$ cat src/hw/rtl/ssid_pkg.sv
`default_nettype none
package ssid_pkg;

  // Deepest body store the block ever builds; also the most results one answer holds.
  localparam int unsigned StoreMax = 32;

  // Configuration register indexes.
  localparam logic [1:0] CFG_TARGET_ID = 2'd0;
  localparam logic [1:0] CFG_MAX_LEN   = 2'd1;
  localparam logic [1:0] CFG_HEX_UPPER = 2'd2;

  // Result status codes.
  localparam logic [1:0] STAT_CHARS = 2'd0;
  localparam logic [1:0] STAT_EMPTY = 2'd1;
  localparam logic [1:0] STAT_NONE  = 2'd2;

  localparam logic [2:0] CNT_NONE   = 3'd0;
  localparam logic [2:0] CNT_PLAIN  = 3'd1;
  localparam logic [2:0] CNT_ESCAPE = 3'd4;

  localparam logic [6:0] CH_ZERO      = 7'h30;
  localparam logic [6:0] CH_UPPER_A   = 7'h41;
  localparam logic [6:0] CH_LOWER_A   = 7'h61;
  localparam logic [6:0] CH_BACKSLASH = 7'h5C;
  localparam logic [6:0] CH_X         = 7'h78;

  typedef enum logic [1:0] {
    PH_ID,
    PH_LEN,
    PH_BODY
  } ssid_phase_e;

  typedef enum logic [1:0] {
    S_PARSE,
    S_READ,
    S_LOAD
  } ssid_state_e;

  typedef struct packed {
    logic [7:0] in_byte;
    logic       frame_end;
  } ssid_in_t;

  typedef struct packed {
    logic [1:0] status;
    logic [2:0] char_count;
    logic [6:0] out_char0;
    logic [6:0] out_char1;
    logic [6:0] out_char2;
    logic [6:0] out_char3;
    logic       last_result;
  } ssid_out_t;

  // Controller to datapath.
  typedef struct packed {
    logic accept;
    logic rd_issue;
    logic load_body;
  } ssid_cmd_t;

  // Datapath to controller.
  typedef struct packed {
    logic emit_start;
    logic out_free;
    logic last_byte;
  } ssid_stat_t;

  function automatic logic [6:0] hex_char(logic [3:0] v, logic upper);
    logic [6:0] base;
    base = upper ? CH_UPPER_A : CH_LOWER_A;
    if (v < 4'd10) begin
      return CH_ZERO + {3'b000, v};
    end
    return base + {3'b000, v} - 7'd10;
  endfunction

  function automatic ssid_out_t fmt_byte(logic [7:0] b, logic upper, logic last);
    ssid_out_t r;
    r.status      = STAT_CHARS;
    r.last_result = last;
    if (b >= 8'h20 && b <= 8'h7E) begin
      r.char_count = CNT_PLAIN;
      r.out_char0  = b[6:0];
      r.out_char1  = '0;
      r.out_char2  = '0;
      r.out_char3  = '0;
    end else begin
      r.char_count = CNT_ESCAPE;
      r.out_char0  = CH_BACKSLASH;
      r.out_char1  = CH_X;
      r.out_char2  = hex_char(b[7:4], upper);
      r.out_char3  = hex_char(b[3:0], upper);
    end
    return r;
  endfunction

  function automatic ssid_out_t flag_result(logic [1:0] status);
    ssid_out_t r;
    r             = '0;
    r.status      = status;
    r.char_count  = CNT_NONE;
    r.last_result = 1'b1;
    return r;
  endfunction

endpackage
`default_nettype wire

$ cat src/hw/rtl/ssid_ctrl.sv
`default_nettype none
module ssid_ctrl
  import ssid_pkg::*;
(
  input  wire        clk_i,
  input  wire        rst_ni,
  input  wire        in_valid_i,
  input  ssid_stat_t stat_i,
  output logic       in_ready_o,
  output ssid_cmd_t  cmd_o
);

  ssid_state_e state_q, state_d;

  always_ff @(posedge clk_i or negedge rst_ni) begin
    if (!rst_ni) begin
      state_q <= S_PARSE;
    end else begin
      state_q <= state_d;
    end
  end

  always_comb begin
    state_d         = state_q;
    in_ready_o      = 1'b0;
    cmd_o           = '0;
    case (state_q)
      S_PARSE: begin
        // A word may come in while the previous result is being taken.
        in_ready_o   = stat_i.out_free;
        cmd_o.accept = in_valid_i && stat_i.out_free;
        if (cmd_o.accept && stat_i.emit_start) begin
          state_d = S_READ;
        end
      end
      S_READ: begin
        cmd_o.rd_issue = 1'b1;
        state_d        = S_LOAD;
      end
      S_LOAD: begin
        if (stat_i.out_free) begin
          cmd_o.load_body = 1'b1;
          state_d         = stat_i.last_byte ? S_PARSE : S_READ;
        end
      end
      default: begin
        state_d = S_PARSE;
      end
    endcase
  end

endmodule
`default_nettype wire

$ cat src/hw/rtl/ssid_dpath.sv
`default_nettype none
module ssid_dpath
  import ssid_pkg::*;
#(
  parameter int unsigned MAX_BODY_BYTES = 32
) (
  input  wire        clk_i,
  input  wire        rst_ni,
  input  ssid_in_t   in_data_i,
  input  wire        cfg_valid_i,
  input  wire [1:0]  cfg_index_i,
  input  wire [7:0]  cfg_data_i,
  input  wire        out_ready_i,
  input  ssid_cmd_t  cmd_i,
  output ssid_stat_t stat_o,
  output logic       out_valid_o,
  output ssid_out_t  out_data_o
);

  localparam int unsigned Depth = (MAX_BODY_BYTES < StoreMax) ? MAX_BODY_BYTES : StoreMax;
  localparam int unsigned AW    = (Depth > 1) ? $clog2(Depth) : 1;
  localparam int unsigned CW    = $clog2(Depth + 1);

  // Configuration registers.
  logic [7:0] target_q;
  logic [5:0] max_len_q;
  logic       upper_q;

  always_ff @(posedge clk_i or negedge rst_ni) begin
    if (!rst_ni) begin
      target_q  <= 8'd0;
      max_len_q <= 6'd32;
      upper_q   <= 1'b0;
    end else if (cfg_valid_i) begin
      case (cfg_index_i)
        CFG_TARGET_ID: target_q  <= cfg_data_i;
        CFG_MAX_LEN:   max_len_q <= cfg_data_i[5:0];
        CFG_HEX_UPPER: upper_q   <= cfg_data_i[0];
        default: ;
      endcase
    end
  end

  // Parser state.
  ssid_phase_e   phase_q, phase_d;
  logic [7:0]    id_q, id_d;
  logic [7:0]    remain_q, remain_d;
  logic [CW-1:0] blen_q, blen_d;
  logic          match_q, match_d;
  logic          sent_q, sent_d;
  logic [CW-1:0] emit_len_q, emit_len_d;
  logic [AW-1:0] rd_idx_q;

  logic          out_valid_q;
  ssid_out_t     out_q;

  logic [7:0]    mem [Depth];
  logic [7:0]    rdata_q;

  logic [5:0]    limit;
  logic          wr_en;
  logic          complete;
  logic          res_load;
  ssid_out_t     res_d;
  logic          emit_start;
  logic          out_free;
  logic          out_load;
  ssid_out_t     out_d;
  logic [7:0]    b;
  logic          fend;

  assign b    = in_data_i.in_byte;
  assign fend = in_data_i.frame_end;
  assign limit = (max_len_q > 6'(Depth)) ? 6'(Depth) : max_len_q;

  always_comb begin
    phase_d    = phase_q;
    id_d       = id_q;
    remain_d   = remain_q;
    blen_d     = blen_q;
    match_d    = match_q;
    sent_d     = sent_q;
    emit_len_d = emit_len_q;
    wr_en      = 1'b0;
    complete   = 1'b0;
    res_load   = 1'b0;
    res_d      = flag_result(STAT_NONE);
    emit_start = 1'b0;
    if (sent_q) begin
      // The answer is out; skip the rest of the frame.
      if (fend) begin
        sent_d = 1'b0;
      end
    end else begin
      case (phase_q)
        PH_ID: begin
          id_d    = b;
          phase_d = PH_LEN;
        end
        PH_LEN: begin
          remain_d = b;
          blen_d   = '0;
          match_d  = (id_q == target_q) && (b <= {2'b00, limit});
          if (b == 8'd0) begin
            complete = 1'b1;
          end else begin
            phase_d = PH_BODY;
          end
        end
        PH_BODY: begin
          if (match_q && blen_q < CW'(Depth)) begin
            wr_en  = 1'b1;
            blen_d = blen_q + CW'(1);
          end
          if (remain_q != 8'd0) begin
            remain_d = remain_q - 8'd1;
          end
          if (remain_d == 8'd0) begin
            complete = 1'b1;
          end
        end
        default: begin
          phase_d = PH_ID;
        end
      endcase

      if (complete && match_d) begin
        phase_d = PH_ID;
        if (blen_d == '0) begin
          res_load = 1'b1;
          res_d    = flag_result(STAT_EMPTY);
        end else begin
          emit_start = 1'b1;
          emit_len_d = blen_d;
        end
        match_d = 1'b0;
        sent_d  = !fend;
        if (fend) begin
          remain_d = '0;
          blen_d   = '0;
        end
      end else if (fend) begin
        res_load = 1'b1;
        res_d    = flag_result(STAT_NONE);
        phase_d  = PH_ID;
        remain_d = '0;
        blen_d   = '0;
        match_d  = 1'b0;
        sent_d   = 1'b0;
      end else if (complete) begin
        phase_d = PH_ID;
      end
    end
  end

  always_ff @(posedge clk_i or negedge rst_ni) begin
    if (!rst_ni) begin
      phase_q    <= PH_ID;
      id_q       <= '0;
      remain_q   <= '0;
      blen_q     <= '0;
      match_q    <= 1'b0;
      sent_q     <= 1'b0;
      emit_len_q <= '0;
      rd_idx_q   <= '0;
    end else begin
      if (cmd_i.accept) begin
        phase_q    <= phase_d;
        id_q       <= id_d;
        remain_q   <= remain_d;
        blen_q     <= blen_d;
        match_q    <= match_d;
        sent_q     <= sent_d;
        emit_len_q <= emit_len_d;
        if (emit_start) begin
          rd_idx_q <= '0;
        end
      end else if (cmd_i.load_body) begin
        rd_idx_q <= rd_idx_q + AW'(1);
      end
    end
  end

  // Body store: one write port while parsing, one registered read port while emitting.
  always_ff @(posedge clk_i) begin
    if (cmd_i.accept && wr_en) begin
      mem[blen_q[AW-1:0]] <= b;
    end
    if (cmd_i.rd_issue) begin
      rdata_q <= mem[rd_idx_q];
    end
  end

  assign out_free = !out_valid_q || out_ready_i;

  always_comb begin
    out_load = 1'b0;
    out_d    = out_q;
    if (cmd_i.load_body) begin
      out_load = 1'b1;
      out_d    = fmt_byte(rdata_q, upper_q, stat_o.last_byte);
    end else if (cmd_i.accept && res_load) begin
      out_load = 1'b1;
      out_d    = res_d;
    end
  end

  always_ff @(posedge clk_i or negedge rst_ni) begin
    if (!rst_ni) begin
      out_valid_q <= 1'b0;
    end else if (out_load) begin
      out_valid_q <= 1'b1;
    end else if (out_ready_i) begin
      out_valid_q <= 1'b0;
    end
  end

  always_ff @(posedge clk_i) begin
    if (out_load) begin
      out_q <= out_d;
    end
  end

  assign stat_o.emit_start = emit_start;
  assign stat_o.out_free   = out_free;
  assign stat_o.last_byte  = (CW'(rd_idx_q) + CW'(1)) == emit_len_q;

  assign out_valid_o = out_valid_q;
  assign out_data_o  = out_q;

endmodule
`default_nettype wire

$ cat src/hw/rtl/ssid_element_extractor.sv
// Extracts one information element body from a byte stream of id-length-value
// elements and sends it out as text, one result word per body byte.
// Input channel: one byte per word with a frame-end flag on the last byte.
// Output channel: one result word with status, character count, up to four
// characters and a last flag. Configuration channel: always ready, writes the
// target id, the body length limit and the hex letter case.
// A byte that completes no element or produces a not-found or empty result is
// taken without leaving S_PARSE; its result, if any, is valid the next cycle. After the
// byte that completes a matching non-empty element, the input is stalled and
// the body is sent one word at a time, each with one store read (S_READ) and
// one output load (S_LOAD); the input stays held until the last word is loaded,
// and each load also waits out any output stall.
// A stalled receiver holds the output register; the input is then ready only
// while that register is empty or being drained in the same cycle.
// Reset restores the configuration defaults (id 0, limit 32, lower case) and
// puts the parser at the start of a frame. The body store is not cleared;
// only entries written for the current element are ever read.
`default_nettype none
module ssid_element_extractor
  import ssid_pkg::*;
#(
  parameter int unsigned MAX_BODY_BYTES = 32
) (
  input  wire       clk_i,
  input  wire       rst_ni,
  input  wire       in_valid_i,
  output logic      in_ready_o,
  input  ssid_in_t  in_data_i,
  output logic      out_valid_o,
  input  wire       out_ready_i,
  output ssid_out_t out_data_o,
  input  wire       cfg_valid_i,
  output logic      cfg_ready_o,
  input  wire [1:0] cfg_index_i,
  input  wire [7:0] cfg_data_i
);

  ssid_cmd_t  cmd;
  ssid_stat_t stat;

  assign cfg_ready_o = 1'b1;

  ssid_ctrl u_ctrl (
    .clk_i      (clk_i),
    .rst_ni     (rst_ni),
    .in_valid_i (in_valid_i),
    .stat_i     (stat),
    .in_ready_o (in_ready_o),
    .cmd_o      (cmd)
  );

  ssid_dpath #(
    .MAX_BODY_BYTES (MAX_BODY_BYTES)
  ) u_dpath (
    .clk_i       (clk_i),
    .rst_ni      (rst_ni),
    .in_data_i   (in_data_i),
    .cfg_valid_i (cfg_valid_i),
    .cfg_index_i (cfg_index_i),
    .cfg_data_i  (cfg_data_i),
    .out_ready_i (out_ready_i),
    .cmd_i       (cmd),
    .stat_o      (stat),
    .out_valid_o (out_valid_o),
    .out_data_o  (out_data_o)
  );

  // The body burst must hold off new input words.
  a_emit_stalls_input: assert property (@(posedge clk_i) disable iff (!rst_ni)
    cmd.accept && stat.emit_start |=> !in_ready_o)
    else $error("input accepted right after an emission started");

  a_flag_is_last: assert property (@(posedge clk_i) disable iff (!rst_ni)
    out_valid_o && out_data_o.status != STAT_CHARS |->
      out_data_o.last_result && out_data_o.char_count == CNT_NONE)
    else $error("empty or not-found result is not a lone final word");

  a_char_count: assert property (@(posedge clk_i) disable iff (!rst_ni)
    out_valid_o && out_data_o.status == STAT_CHARS |->
      out_data_o.char_count == CNT_PLAIN || out_data_o.char_count == CNT_ESCAPE)
    else $error("character result with a bad count");

  a_no_double_load: assert property (@(posedge clk_i) disable iff (!rst_ni)
    cmd.load_body |-> !cmd.accept && !cmd.rd_issue)
    else $error("body load overlaps another datapath command");

endmodule
`default_nettype wire
$ cat config.mk
export PLATFORM = sky130hd
export DESIGN_NAME = ssid_element_extractor
export DESIGN_NICKNAME = d
export VERILOG_FILES = /design/src/hw/rtl/ssid_pkg.sv /design/src/hw/rtl/ssid_ctrl.sv /design/src/hw/rtl/ssid_dpath.sv /design/src/hw/rtl/ssid_element_extractor.sv
export SDC_FILE = /design/constraint.sdc
export NUM_CORES = 1
export LEC_CHECK = 0
export BUFFER_PORTS_ARGS = -buffer_cell sky130_fd_sc_hd__buf_2
export CAP_MARGIN = 20
export CORE_AREA = 2 2 210 212
export DETAILED_ROUTE_END_ITERATION = 8
export DIE_AREA = 0 0 212 214
export PLACE_DENSITY = 0.62
export REMOVE_ABC_BUFFERS = 1
export SYNTH_ARGS = -nofsm -noshare
export SYNTH_HDL_FRONTEND = slang
export SYNTH_HIERARCHICAL = 1
export SYNTH_SLANG_ARGS = --single-unit
export TNS_END_PERCENT = 1
$ cat constraint.sdc
create_clock -name clk_i -period 4 [get_ports clk_i]
set_input_delay 0.2 -clock clk_i [delete_from_list [all_inputs] [get_ports clk_i]]
set_output_delay 0.2 -clock clk_i [all_outputs]
set_load 0.005 [all_outputs]
==> metrics.md <==
| Metric | Value |
|---|---|
| Outcome | `finished, final reports clean` |
| Reported max-cap violation count | `0` |
| Number of buffers inserted during clock tree synthesis | `36` |
| Number of synthesized register bits | `345` |
| Xor/xnor cell area share of the yosys netlist | `0.0123` |
| Main combinational cell family by area after synthesis | `multiplexers` |
| CTS H-tree depth | `2` |
| Cell Area, Placed | `0.0159 mm^2` |
| Compound-Gate Fraction of Synth Area | `0.0727` |
| TritonRoute pass-1 iters | `5` |
| Maximum fanout along the worst path | `26` |
| Worst Setup End Kind | `flip-flop` |
| Proportion of register bits with asynchronous set or reset after synthesis | `0.159` |
| Worst path cell trace | `inv_1, ha_1, a2111oi_0, o211ai_1, a311oi_1, buf_4, o211a_1, a211o_1` |
| EDFF count, synth | `290` |
| Crit-path slowest cell | `sky130_fd_sc_hd__a211o_1` |
| Minimum setup slack among reg-to-reg paths | `around 0.48 ns` |
| Finished Cell Area | `0.0172 mm^2` |
| Wire per inst | `19.4 um` |
| Commonest non-fill, non-tap cell in the layout | `sky130_fd_sc_hd__edfxtp_1` |
| Peak supply drop | `0.318 mV` |
| Class of the tightest hold or removal check | `input port to flip-flop` |
| Clock tree buffer depth | `3` |
| Share of the synthesized area in the top cell type | `0.584` |
| Count of final max-slew check failures | `0` |
| Number of port buffers | `55` |
| Vias/cell | `5.09` |
| Number of warnings printed during yosys synthesis | `6` |
| CP arrival | `3.65 ns` |
| Final setup violation count | `0` |
| Critical path's largest stage delay | `0.85 ns` |
| Worst max-slew margin expressed relative to the limit | `0.301` |
| Standby leakage power | `approximately 6.1 nW` |
| Maximum number of pins on one net before global-route repair | `56` |
| FMAX | `284 MHz` |
| Final-stage net count | `1,145` |
| Post-Synth Adder-Cell Area | `0.0168` |
| Ports placed on the boundary | `61` |
| Fraction of layout instances using a drive strength above 1 | `0.193` |
| Chip width | `~210 um` |
| Layout-stage area growth over the synthesis result | `15.2%` |
| Number of sinks driven by the clock tree | `approximately 350` |
| Pwr Total | `10.8 mW` |
| Register area share after synthesis | `0.677` |
| Worst skew pair latency | `around 0.52 ns` |
| CTS tree | `yes` |
| Post-detailed-route count of antenna-violating nets | `0` |
| Data required time of the critical path | `4.13 ns` |
| Number of remaining DRC errors | `0` |
| Ratio of final minimum period to clock period | `0.880` |
| Areal power density over the cells | `628 mW/mm^2` |
| Initial standard-cell utilization of the core | `0.348` |
| Final weighted congestion in routability-driven placement | `0.811` |
| Global-route wire length before repair | `just over 50,000 um` |
| Antenna violations before repair | `1` |
| RSZ-0062 raised after global routing | `no` |
| Remaining global-route overflow | `0` |
| Mean instance size in the synthesized netlist | `14.7 um^2` |
| Die area | `0.0454 mm^2` |
| Overall routing resource usage | `0.147` |
| Violation count after the first detailed-routing iteration | `589` |
| Count of unique library cells instantiated by Yosys | `67` |
| Worst clock skew on the final layout | `0.0187 ns` |
| Worst Max-Slew Pin Slew | `1.05 ns` |
| Diode count | `0` |
| Synthesized instance count | `1,015` |
| Area of the mapped netlist | `between 0.01 and 0.015 mm^2` |
| Top cells by area, synth | `sky130_fd_sc_hd__edfxtp_1 58%, sky130_fd_sc_hd__dfrtp_1 9.1%, sky130_fd_sc_hd__mux4_2 4.8%` |
| Final worst path period need | `3.52 ns` |
| Drt total wl | `approximately 33,000 um` |
| Total number of placement rows | `76` |
| Clock-pin slew on the worst setup and hold paths | `0.05 ns` |
| Cell taking the most area after synthesis | `sky130_fd_sc_hd__edfxtp_1` |
| Commonest register cell after synthesis | `sky130_fd_sc_hd__edfxtp_1` |
| Startpoint types | `flip-flop` |
| Simple-gate portion of the synthesized area | `0.0796` |
| Post-synthesis mux area share | `0.117` |
| Highest-count cells in the layout ignoring fill and taps | `290 x sky130_fd_sc_hd__edfxtp_1, 112 x sky130_fd_sc_hd__nor2_1, 66 x sky130_fd_sc_hd__mux2i_1, 63 x sky130_fd_sc_hd__nand2_1, 55 x sky130_fd_sc_hd__buf_2` |
| Root buffer cell | `sky130_fd_sc_hd__clkbuf_16` |
| Class of the most critical setup path | `flip-flop to flip-flop` |
| Number of hold violations in the final report | `0` |
| Die Y | `about 210 um` |
| Hpwl dp | `21,800 um` |
| Core Box Area | `about 0.043 mm^2` |
| Via count of the first global-routing pass | `8,679` |
| Total via count after detailed routing | `8,696` |
==> area by class of cell <==
cell class	instances	area (um^2)
fill	3904	25700
multi-input combinational	592	4460
timing repair buffer	102	668
clock inverter	13	121
inverter	24	90.1
clock buffer	49	1010
sequential	345	10100
tap	585	732
==> registers in the layout, summed over array words and instances, names as in the netlist <==
name                 flops
u_dpath/id_q             8
u_dpath/match_q          1
u_ctrl/state_q           2
u_dpath/phase_q          2
u_dpath/remain_q         8
u_dpath/rdata_q          8
u_dpath/upper_q          1
u_dpath/target_q         8
u_dpath/mem            256
u_dpath/out_data_o      26
u_dpath/sent_q           1
u_dpath/rd_idx_q         5
u_dpath/blen_q           6
u_dpath/emit_len_q       6
u_dpath/max_len_q        6
u_dpath/out_valid_o      1
==> metal layers <==
| layer | share of wire | GRT usage | wire length, um |
|---|---|---|---|
| met4 | 0.027 | 0.0460 | 895 |
| met3 | 0.049 | 0.0224 | 1640 |
| met2 | 0.50 | 0.249 | 16500 |
| met5 | 0 | 0 | 0 |
| met1 | 0.43 | 0.195 | 14100 |
==> per-stage QoR <==
| stage | util | TNS [ns] | hold slack, ns | instances | setup slack (ns) |
|---|---|---|---|---|---|
| 2_1_floorplan | - | -10.02 | -0.0956 | 961 | -1.22 |
| 3_3_place_gp | 0.371 | 0 | 0.388 | 1637 | 0.495 |
| 3_5_place_dp | 0.371 | 0 | 0.392 | 1637 | 0.438 |
| 4_1_cts | 0.400 | 0 | 0.00211 | 1709 | 0.433 |
| 5_1_grt | 0.400 | 0 | 0.0586 | 1710 | 0.121 |
| 6_report | 0.400 | 0 | 0.0647 | 1710 | 0.480 |
==> cell usage after synthesis (3+ instances only) <==
master and count:
sky130_fd_sc_hd__mux4_2 32, sky130_fd_sc_hd__clkbuf_1 29, sky130_fd_sc_hd__o31ai_1 3, sky130_fd_sc_hd__nor3_1 17
sky130_fd_sc_hd__nor4_1 4, sky130_fd_sc_hd__and3_1 4, sky130_fd_sc_hd__inv_1 23, sky130_fd_sc_hd__buf_2 3
sky130_fd_sc_hd__buf_4 12, sky130_fd_sc_hd__mux2i_1 66, sky130_fd_sc_hd__mux2_2 25, sky130_fd_sc_hd__xor2_1 10
sky130_fd_sc_hd__buf_1 11, sky130_fd_sc_hd__nor2b_1 7, sky130_fd_sc_hd__ha_1 20, sky130_fd_sc_hd__nand2_1 63
sky130_fd_sc_hd__a21oi_1 30, sky130_fd_sc_hd__nand4_1 5, sky130_fd_sc_hd__edfxtp_1 290, sky130_fd_sc_hd__dfrtp_1 54
sky130_fd_sc_hd__a211oi_1 11, sky130_fd_sc_hd__a211o_1 3, sky130_fd_sc_hd__a21o_1 9, sky130_fd_sc_hd__o21a_1 3
sky130_fd_sc_hd__nand3_1 7, sky130_fd_sc_hd__nand3b_1 5, sky130_fd_sc_hd__nor2_1 112, sky130_fd_sc_hd__xnor2_1 11
sky130_fd_sc_hd__a22o_1 7, sky130_fd_sc_hd__nand2b_1 6, sky130_fd_sc_hd__mux2_4 5, sky130_fd_sc_hd__o21ai_0 39
sky130_fd_sc_hd__o22ai_1 17, sky130_fd_sc_hd__o221ai_1 16, sky130_fd_sc_hd__o211ai_1 3, sky130_fd_sc_hd__or3_1 4
sky130_fd_sc_hd__or2_2 4, sky130_fd_sc_hd__nor3b_1 6
==> power breakdown <==
group          internal [mW]  leakage, nW  switching [mW]  total (mW)
combinational           1.29         2.23            1.72        3.02
clock                   1.90        0.552            1.30        3.20
sequential              4.22         3.31           0.358        4.57
total                   7.41         6.10            3.38        10.8
==> cells by family (layout without fill, tap and decap cells) <==
logic type	after synthesis	after routing
AOI/OAI and AO/OA	162	162
xor gates and xnor gates	21	21
and+or+nand+nor	256	256
other	2	5
buffers and inverters	81	188
DFF	345	345
adders and majority gates	20	20
muxes	128	128
==> worst paths after layout <==
check / end / startpoint / cells after the start
worst min register to register: u_dpath/max_len_q[4] / u_dpath/max_len_q[4] / 1
min in group asynchronous: u_dpath/id_q[2] / rst_ni / 3
max in group asynchronous: u_dpath/rd_idx_q[0] / rst_ni / 3
worst max register to register: u_dpath/out_data_o[6] / u_dpath/max_len_q[5] / 8
worst min-delay path: u_dpath/upper_q / cfg_valid_i / 3
worst max-delay path: u_dpath/out_data_o[6] / u_dpath/max_len_q[5] / 8
==> timing repair <==
| action | in CTS | in global routing |
|---|---|---|
| resized for setup | 0 | 0 |
| buffers inserted | 0 | 0 |
| hold endpoints to repair | 70 | 1 |
| hold buffers | 10 | 1 |
==> critical path, delay by kind of cell, from the launching register on <==
| family | cells | cell delay, ns |
|---|---|---|
| AOI/OAI and AO/OA | 5 | 2.04 |
| DFF | 1 | 0.53 |
| adders and majority gates | 1 | 0.30 |
| buffers and inverters | 2 | 0.25 |
No activity file was read; power rests on OpenSTA's default activity.
